===== config.mk =====
export PLATFORM = sky130hd
export DESIGN_NAME = tfcw_ctrl
export DESIGN_NICKNAME = d
export VERILOG_FILES = /design/src/hw/rtl/tfcw_pkg.sv /design/src/hw/rtl/tfcw_ctrl.sv
export SDC_FILE = /design/constraint.sdc
export NUM_CORES = 1
export LEC_CHECK = 0
export BUFFER_PORTS_ARGS = -buffer_cell sky130_fd_sc_hd__clkbuf_2
export CAP_MARGIN = 20
export CORE_AREA = 3 3 40 42
export CTS_CLUSTER_SIZE = 20
export DETAILED_ROUTE_END_ITERATION = 8
export DIE_AREA = 0 0 43 45
export PLACE_DENSITY = 0.6
export SLEW_MARGIN = 20
export SYNTH_ARGS = -nofsm -noshare
export SYNTH_HDL_FRONTEND = slang
export SYNTH_SLANG_ARGS = --single-unit

===== constraint.sdc =====
create_clock -name clk_i -period 1.6 [get_ports clk_i]
set_clock_uncertainty 0.1 [all_clocks]
set_input_delay 0.08 -clock clk_i [delete_from_list [all_inputs] [get_ports clk_i]]
set_output_delay 0.08 -clock clk_i [all_outputs]
set_load 0.05 [all_outputs]

===== src/hw/rtl/tfcw_pkg.sv =====
`default_nettype none
package tfcw_pkg;

  localparam int unsigned FLOWS  = 1024;
  localparam int unsigned SLOT_W = $clog2(FLOWS);

  localparam logic [7:0]  FLAG_FIN = 8'h01;
  localparam logic [7:0]  FLAG_SYN = 8'h02;
  localparam logic [7:0]  FLAG_RST = 8'h04;
  localparam logic [7:0]  FLAG_ACK = 8'h10;
  localparam logic [31:0] BW_RTT_CAP = 32'd1000000;
  localparam logic [31:0] MS_SCALE = 32'd1000;
  // For any 32-bit x, x / 1000000 equals ((x >> 6) * BW_RECIP) >> 40.
  localparam logic [26:0] BW_RECIP = 27'd70368745;

  localparam int unsigned CFG_IDX_W = 3;
  localparam logic [CFG_IDX_W-1:0] REG_SEGMENT_SIZE      = 3'd0;
  localparam logic [CFG_IDX_W-1:0] REG_INITIAL_WINDOW    = 3'd1;
  localparam logic [CFG_IDX_W-1:0] REG_INITIAL_THRESHOLD = 3'd2;
  localparam logic [CFG_IDX_W-1:0] REG_ECN_ENABLE        = 3'd3;
  localparam logic [CFG_IDX_W-1:0] REG_CLAMP_ENABLE      = 3'd4;
  localparam logic [CFG_IDX_W-1:0] REG_RTT_LIMIT         = 3'd5;
  localparam logic [CFG_IDX_W-1:0] REG_DUP_ACK_LIMIT     = 3'd6;

  typedef struct packed {
    logic [9:0]  flow_slot;
    logic [7:0]  seg_flags;
    logic [31:0] ack_number;
    logic [1:0]  ecn_mark;
    logic [63:0] now_us;
  } in_item_t;

  typedef struct packed {
    logic [31:0] window;
    logic [31:0] threshold;
    logic        phase;
    logic [31:0] rtt_us;
    logic [31:0] rtt_floor_us;
    logic [31:0] bandwidth_estimate;
    logic        flow_created;
    logic        flow_removed;
    logic [63:0] mean_window;
    logic [63:0] mean_rtt;
    logic [63:0] connections_seen;
    logic [63:0] avoidance_entries;
  } result_t;

  typedef enum logic [3:0] {
    CMD_NONE, CMD_CLEAR, CMD_CAPTURE, CMD_LOAD, CMD_ACK, CMD_DIV_AVOID, CMD_ADD_AVOID,
    CMD_CLAMP, CMD_DIV_BW, CMD_BW, CMD_MUL_W, CMD_DIV_W, CMD_WCLAMP, CMD_FIN1, CMD_FIN2
  } cmd_e;

  typedef struct packed {
    logic clear_last;
    logic div_done;
    logic avoid_need;
    logic clamp_need;
    logic bw_need;
    logic w_need;
  } status_t;

endpackage
`default_nettype wire


===== src/hw/rtl/tfcw_ctrl.sv =====
`default_nettype none
// Sequencer for one segment event at a time.
module tfcw_ctrl (
  input  wire logic              clk_i,
  input  wire logic              rst_ni,
  input  wire logic              start_i,
  input  wire tfcw_pkg::status_t status_i,
  output tfcw_pkg::cmd_e         cmd_o,
  output logic                   busy_o,
  output logic                   result_valid_o
);

  typedef enum logic [4:0] {
    ST_CLEAR, ST_IDLE, ST_LOAD, ST_ACK, ST_DIV1, ST_WAIT1, ST_ADD, ST_CLAMP, ST_DIV2,
    ST_WAIT2, ST_BW, ST_MUL, ST_DIV3, ST_WCLAMP, ST_FIN1, ST_FIN2
  } state_e;

  state_e state_q, state_d;
  logic   valid_q;

  always_comb begin
    state_d = state_q;
    cmd_o   = tfcw_pkg::CMD_NONE;
    case (state_q)
      ST_CLEAR: begin
        cmd_o = tfcw_pkg::CMD_CLEAR;
        if (status_i.clear_last) state_d = ST_IDLE;
      end
      ST_IDLE: if (start_i) begin
        cmd_o   = tfcw_pkg::CMD_CAPTURE;
        state_d = ST_LOAD;
      end
      ST_LOAD: begin
        cmd_o   = tfcw_pkg::CMD_LOAD;
        state_d = ST_ACK;
      end
      ST_ACK: begin
        cmd_o   = tfcw_pkg::CMD_ACK;
        state_d = ST_DIV1;
      end
      ST_DIV1: begin
        if (status_i.avoid_need) begin
          cmd_o   = tfcw_pkg::CMD_DIV_AVOID;
          state_d = ST_WAIT1;
        end else begin
          state_d = status_i.clamp_need ? ST_CLAMP : ST_FIN1;
        end
      end
      ST_WAIT1: if (status_i.div_done) state_d = ST_ADD;
      ST_ADD: begin
        cmd_o   = tfcw_pkg::CMD_ADD_AVOID;
        state_d = status_i.clamp_need ? ST_CLAMP : ST_FIN1;
      end
      ST_CLAMP: begin
        cmd_o   = tfcw_pkg::CMD_CLAMP;
        state_d = status_i.bw_need ? ST_DIV2 : ST_MUL;
      end
      ST_DIV2: begin
        cmd_o   = tfcw_pkg::CMD_DIV_BW;
        state_d = ST_WAIT2;
      end
      ST_WAIT2: if (status_i.div_done) state_d = ST_BW;
      ST_BW: begin
        cmd_o   = tfcw_pkg::CMD_BW;
        state_d = ST_MUL;
      end
      ST_MUL: begin
        cmd_o   = tfcw_pkg::CMD_MUL_W;
        state_d = status_i.w_need ? ST_DIV3 : ST_FIN1;
      end
      ST_DIV3: begin
        cmd_o   = tfcw_pkg::CMD_DIV_W;
        state_d = ST_WCLAMP;
      end
      ST_WCLAMP: begin
        cmd_o   = tfcw_pkg::CMD_WCLAMP;
        state_d = ST_FIN1;
      end
      ST_FIN1: begin
        cmd_o   = tfcw_pkg::CMD_FIN1;
        state_d = ST_FIN2;
      end
      ST_FIN2: begin
        cmd_o   = tfcw_pkg::CMD_FIN2;
        state_d = ST_IDLE;
      end
      default: state_d = ST_IDLE;
    endcase
  end

  always_ff @(posedge clk_i or negedge rst_ni) begin
    if (!rst_ni) begin
      state_q <= ST_CLEAR;
      valid_q <= 1'b0;
    end else begin
      state_q <= state_d;
      valid_q <= (state_q == ST_FIN2);
    end
  end

  assign busy_o         = (state_q != ST_IDLE);
  assign result_valid_o = valid_q;

endmodule
`default_nettype wire


# Word level (Yosys, flattened, before mapping)
# Index checks and enable logic that the tools add are counted.
[op_classes]
add_sub_neg = 0
multipliers = 0
div_mod_pow = 0
n_lt_le_gt_ge = 0
eq_ne = 20
shifts = 0
mux = 12
bitwise_logic = 0
reduce_logical = 2
[op_table]
columns = ["cell", "count"]
rows = [
  ["case mux 5 bit (15 select lines)", 1],
  ["case mux 4 bit (14 select lines)", 1],
  ["== test 5 x 4 -> 1 bit (second input constant)", 8],
  ["== test 5 x 3 -> 1 bit (second input constant)", 4],
  ["two-way mux 5 bit", 4],
  ["== test 5 x 2 -> 1 bit (second input constant)", 2],
  ["two-way mux 4 bit", 2],
  ["inequality test 2 bit (second input constant)", 4],
  ["two-way mux 2 bit", 3],
  ["== test 5 x 1 -> 1 bit (second input constant)", 1],
  ["zero test 5 bit", 1],
  ["inequality test 5 x 1 -> 1 bit (second input constant)", 1],
  ["AND reduction 4 bit", 1],
  ["two-way mux 3 bit", 1],
]
[word_totals]
register_bits = 6
latch_bits = 0
ram_bits = 0
mem_bits_ro = 0
out_inout_bits = 6
mem_count = 0

# Longest topological paths before layout
# Gate-level depths: netlist of the first run.
[logic_depth]
ltp_word = 3
mapped_depth = 5
mapped_depth_nobuf = 4

# Worst setup path before layout of the first run
# No wires, ideal clock.
[synth_path]
path_kind = "reg2out"
start = "register state_q[3]"
end = "output cmd_o[2]"
t_arrival_ps = 1902
t_required_ps = 1420
slack_ps = -482
path_stages_with_launch = 5
path_cell_list = "dfrtp_1 -> buf_2 -> nor3b_1 -> a21oi_1 -> o21ai_0"
[synth_between]
elab_chain_cells = 2
[synth_rtl]
columns = ["element", "line", "text"]
rows = [
  ["start, declared", "tfcw_ctrl.sv:18", "state_e state_q, state_d;"],
  ["start signal, assigned", "tfcw_ctrl.sv:96", "state_q <= state_d;"],
  ["== test 5 x 4 -> 1 bit (tied with other cells)", "tfcw_ctrl.sv:24", "case (state_q)"],
  ["case mux 4 bit (14 select lines) (*)", "tfcw_ctrl.sv:24", ""],
  ["end, declared", "tfcw_ctrl.sv:8", "output tfcw_pkg::cmd_e cmd_o,"],
]
# Every way passes the cells marked *; elsewhere a longest branch is shown, timed or not.

# Final worst setup path of the first run
[layout_path]
start = "register state_q[3]"
end = "output cmd_o[1]"
# Same word-level chain as after synthesis.

==> metrics.txt, run 1 <==
status finished clean; PortBufs 14; sinks on the clock net 5; minimum clock period 1.60 ns; CP max FO 7; Die Ht 45 µm; Routed WL per cell 12.1 µm; vias in the first global route 466; remaining antenna violation count 0; clock root cell clkbuf_4; max cap viols 0; antenna cells 0; unrepaired setup endpoints after global routing yes; final HPWL from detailed placement 874 µm; Synth area leaders dfrtp_1, o21ai_0, nor2_1; sequential share of the synthesized area 28.6%; Critical Path AT 1.42 ns; cell area after synthesis 438 µm²; clk_lat worst skew 0.24 ns; Final nets 90; first-pass GRT wire length 2000 µm; CTS tree built; Mean Syn Cell Area 7.96 µm²; Worst Hold Class in2reg; CP required 1.42 ns; row cnt 13; clock buffer depth 2; CP Cell Sequence or2_4 -> o21ai_0 -> a21oi_2 -> buf_8; starting density of the core 34.1%; die area 1940 µm²; Area growth syn-to-layout 52.6%; DR vias/cell 5.11; gpl congestion 0.867; most frequent cells in the layout clkbuf_2, buf_4, nor2_1; Die W 43 µm; routed vias 485; placed instance count 87; Synth Register Bits 5; crit-path leading delay family flip-flops; initial antenna violation count 0; setup_tns 0 ns; clock slew at reported path FFs 0.05 ns; total of warnings raised by yosys 0; final hold slack 0.0107 ns; share of the synthesized area in the top cell type 28.6%; GRT Residual Overflow 0; H-tree levels 1; CP startpoint kind register; max frequency 0.625 GHz; fin cells 95; Critical-path top delay cell dfrtp_2; Top Ports 15; share of cells above drive strength 1 52.5%; Yosys top cell by area dfrtp_1; fin. max-slew vios 0; final setup vio count 0; TritonCTS Buffers 3; measured slew at the worst slew-check pin 0.277 ns; commonest non-fill, non-tap cell in the layout clkbuf_2; overall routing resource usage 13.8%; number of remaining DRC errors 0; largest net degree at the start of global routing 13; Worst Setup End Kind primary output; Final Hold Fails 0; Crit Path Category reg2out; Async S/R FF share, synth 100%; net count after synthesis 64; Max-slew headroom 81.6%; Max stage delay on crit path 0.45 ns; Mapped Cells 55; Final period util 100%; fin util 52.0%; Post-synth EDFFs 0; core area 1280 µm²; initial drt markers 23; final wirelength 1150 µm; Top FF cell, synth dfrtp_1; Distinct cells, synth 27; # fillers 132; critical path buffer and inverter count 1; Detailed Routing Iterations Pass 1 4
-- sequential cells by signal, summed over array words and instances (netlist names) --
name,cells
state_q,4
result_valid_o,1
-- area by class of cell --
class | instances | area (µm²) | share of cell area [%]
clock buffer | 4 | 26.3 | 3.93
sequential | 5 | 129 | 19.3
inverter | 3 | 11.3 | 1.69
timing repair buffer | 25 | 186 | 27.9
multi-input combinational | 43 | 297 | 44.4
tap | 15 | 18.8 | 2.81
-- tightest hold or removal path, stage by stage --
cell and delay, ns:
clkbuf_2 0.08, nor2_1 0.09, a32oi_1 0.06
-- logic make-up after synthesis --
group / share of synthesized area, %
xor+xnor: 5.72
compound gates: 32.6
buf+inv: 9.14
flops: 28.6
simple gates: 24.0
-- final timing paths --
path / start / to / slack [ns] / cells past startpoint
setup / recovery: state_q[3]$_DFFE_PN0P_ / cmd_o[1] / 0.0005 / 4
hold reg to reg: state_q[2]$_DFFE_PN0P_ / state_q[2]$_DFFE_PN0P_ / 0.51 / 2
max in group asynchronous: rst_ni / state_q[3]$_DFFE_PN0P_ / 1.16 / 2
min in group asynchronous: rst_ni / result_valid_o$_DFF_PN0_ / 0.08 / 2
setup reg to reg: state_q[2]$_DFFE_PN0P_ / state_q[1]$_DFFE_PN0P_ / 0.07 / 6
hold / removal: status_i[5] / state_q[0]$_DFFE_PN0P_ / 0.01 / 3
-- metal layers --
layer | wire [µm] | up-vias | part of all wire, % | GRT usage (%)
met2 | 578 | 13 | 50 | 21.6
li1 | - | 248 | - | -
met1 | 503 | 224 | 44 | 17.4
met4 | 0 | 0 | 0 | 3.61
met3 | 71 | 0 | 6.2 | 6.37
met5 | 0 | - | 0 | 0
-- cell usage after synthesis, types with 2 or more instances --
library cell	number
a21oi_1	5
buf_2	2
dfrtp_1	5
inv_2	2
nand2_1	5
nor2_1	7
nor4_2	2
o21ai_0	7
o21bai_1	2
-- through the flow --
step	worst slack, ns	cell area [µm²]
floorplan	-0.106	442
global placement	0.152	554
detailed placement	0.122	554
CTS	-0.000842	643
global route	-0.0661	668
finish	0.000500	668
-- repair_timing --
item / 4_1_cts / 5_1_grt
endpoints found under the hold margin: 5 / 0
hold buffers: 1 / 0
setup endpoints to repair: 5 / 5
gates resized for setup: 12 / 6
setup buffers: 1 / 2
pin swaps: 1 / 1
Power of run 1 is not shown: default switching activity piles up to over one toggle a cycle in this logic, so the estimate is an artifact.
==> run 2, diff against run 1 <==
- BUFFER_PORTS_ARGS: -buffer_cell sky130_fd_sc_hd__clkbuf_2 -> default
- CELL_PAD_IN_SITES_DETAIL_PLACEMENT: default -> 0
- CELL_PAD_IN_SITES_GLOBAL_PLACEMENT: default -> 1
- DONT_BUFFER_PORTS: default -> 1
- PLACE_DENSITY: 0.6 -> 0.65
- RECOVER_POWER: default -> 25
==> run 2 against run 1 <==
  * Wire length up 0.78%
  * Utilization is 2.1 points lower
  * Setup slack improved by 0.023 ns
  * Via count decreased by 2.7%
  * Critical path type unchanged
  * First-iteration DRC count decreased by 78%
  * Final cell count shrank 8.4%
  * Maximum frequency up 1.4%
  * Global-route usage fell by 0.62 points
  * Critical endpoint unchanged
  * Final area shrank 4.1%
  * Sequential share of layout area rose by 0.83 points
==> metrics.txt, run 2 (synthesis results as in run 1) <==
minimum clock period 1.58 ns; unrepaired setup endpoints after global routing yes; Crit Path Category reg2out; row cnt 13; CP max FO 5; max cap viols 0; fin. max-slew vios 0; remaining antenna violation count 0; Detailed Routing Iterations Pass 1 2; Largest register FFs 4; Top Ports 15; Hold Path Cell Cnt 2; status finished clean; CP startpoint kind register; # fillers 129; Critical Path AT 1.40 ns; final setup vio count 0; CP required 1.42 ns; Worst Setup End Kind primary output; share of cells above drive strength 1 43.1%; R2R cell count 5; Die W 43 µm; starting density of the core 34.1%; commonest non-fill, non-tap cell in the layout buf_4; Routed WL per cell 13.4 µm; Final Hold Fails 0; initial drt markers 5; Die Ht 45 µm; measured slew at the worst slew-check pin 0.444 ns; setup_tns 0 ns; overall routing resource usage 13.2%; die area 1940 µm²; clock root cell clkbuf_4; clock slew at reported path FFs 0.04 ns; Final nets 82; number of remaining DRC errors 0; Hold Startpoint status_i[3]; final HPWL from detailed placement 826 µm; Hold EP state_q[1]$_DFFE_PN0P_; first-pass GRT wire length 1910 µm; Biggest register state_q; routed vias 472; R2R Path Start state_q[0]$_DFFE_PN0P_; clk_lat worst skew 0.24 ns; TritonCTS Buffers 3; most frequent cells in the layout buf_4, nor2_1, nand2_1; clock buffer depth 2; PortBufs 0; largest net degree at the start of global routing 13; R2R setup slack 0.18 ns; sinks on the clock net 5; Final period util 98.5%; Worst Hold Class in2reg; antenna cells 0; H-tree levels 1; reg-to-reg endpoint state_q[1]$_DFFE_PN0P_; max frequency 0.634 GHz; vias in the first global route 439; Area growth syn-to-layout 46.3%; DR vias/cell 5.43; Max-slew headroom 70.4%; final wirelength 1160 µm; initial antenna violation count 0; CTS tree built; GRT Residual Overflow 0; fin util 49.9%; core area 1280 µm²; gpl congestion 0.815
==> run 2: worst max path at each step <==
stage                           start                endpoint  slack [ns]
2_1_floorplan  state_q[3]$_DFFE_PN0P_                cmd_o[2]       -0.11
3_3_place_gp   state_q[0]$_DFFE_PN0P_  state_q[0]$_DFFE_PN0P_        0.16
3_5_place_dp   state_q[0]$_DFFE_PN0P_  state_q[0]$_DFFE_PN0P_        0.14
4_1_cts        state_q[3]$_DFFE_PN0P_                cmd_o[1]       0.006
5_1_grt        state_q[3]$_DFFE_PN0P_                cmd_o[1]       -0.05
6_report       state_q[3]$_DFFE_PN0P_                cmd_o[1]        0.02
==> run 2: metal layers <==
| layer | track usage (%) | routed length [µm] | up-vias |
|---|---|---|---|
| met5 | 0 | 0 | - |
| met4 | 4.22 | 0 | 0 |
| met3 | 6.37 | 49 | 0 |
| met2 | 21.3 | 616 | 7 |
| met1 | 15.6 | 497 | 233 |
| li1 | - | - | 232 |
==> run 2: area by class of cell <==
type / count / area, µm² / share of cell area (%)
multi-input combinational: 43 / 288 / 44.9
timing repair buffer: 17 / 168 / 26.2
sequential: 5 / 129 / 20.1
clock buffer: 4 / 26.3 / 4.10
tap: 15 / 18.8 / 2.93
inverter: 3 / 11.3 / 1.76
==> run 2: critical path, stage by stage, from the launching register on <==
cell and delay, ns:
dfrtp_2 0.43, or2_4 0.27, o22ai_2 0.09, nor2_1 0.07
a21oi_2 0.15, buf_12 0.15
==> run 2: repair_timing <==
item / in CTS / in global routing
pin swaps: 0 / 1
endpoints found under the hold margin: 7 / 0
setup buffers: 3 / 2
endpoints found under the setup margin: 4 / 3
gates resized for setup: 4 / 5
hold buffers: 3 / 0
==> run 2: through the flow <==
stage	setup WS [ns]	cell area, µm²	hold slack, ns	std cells
finish	0.0233	641	0.00900	87
global route	-0.0507	641	0.0145	87
CTS	0.00556	611	0.00405	85
detailed placement	0.143	524	-0.315	75
global placement	0.160	524	-0.315	75
floorplan	-0.106	442	-0.316	55
Power of run 2 is left out for the same reason.
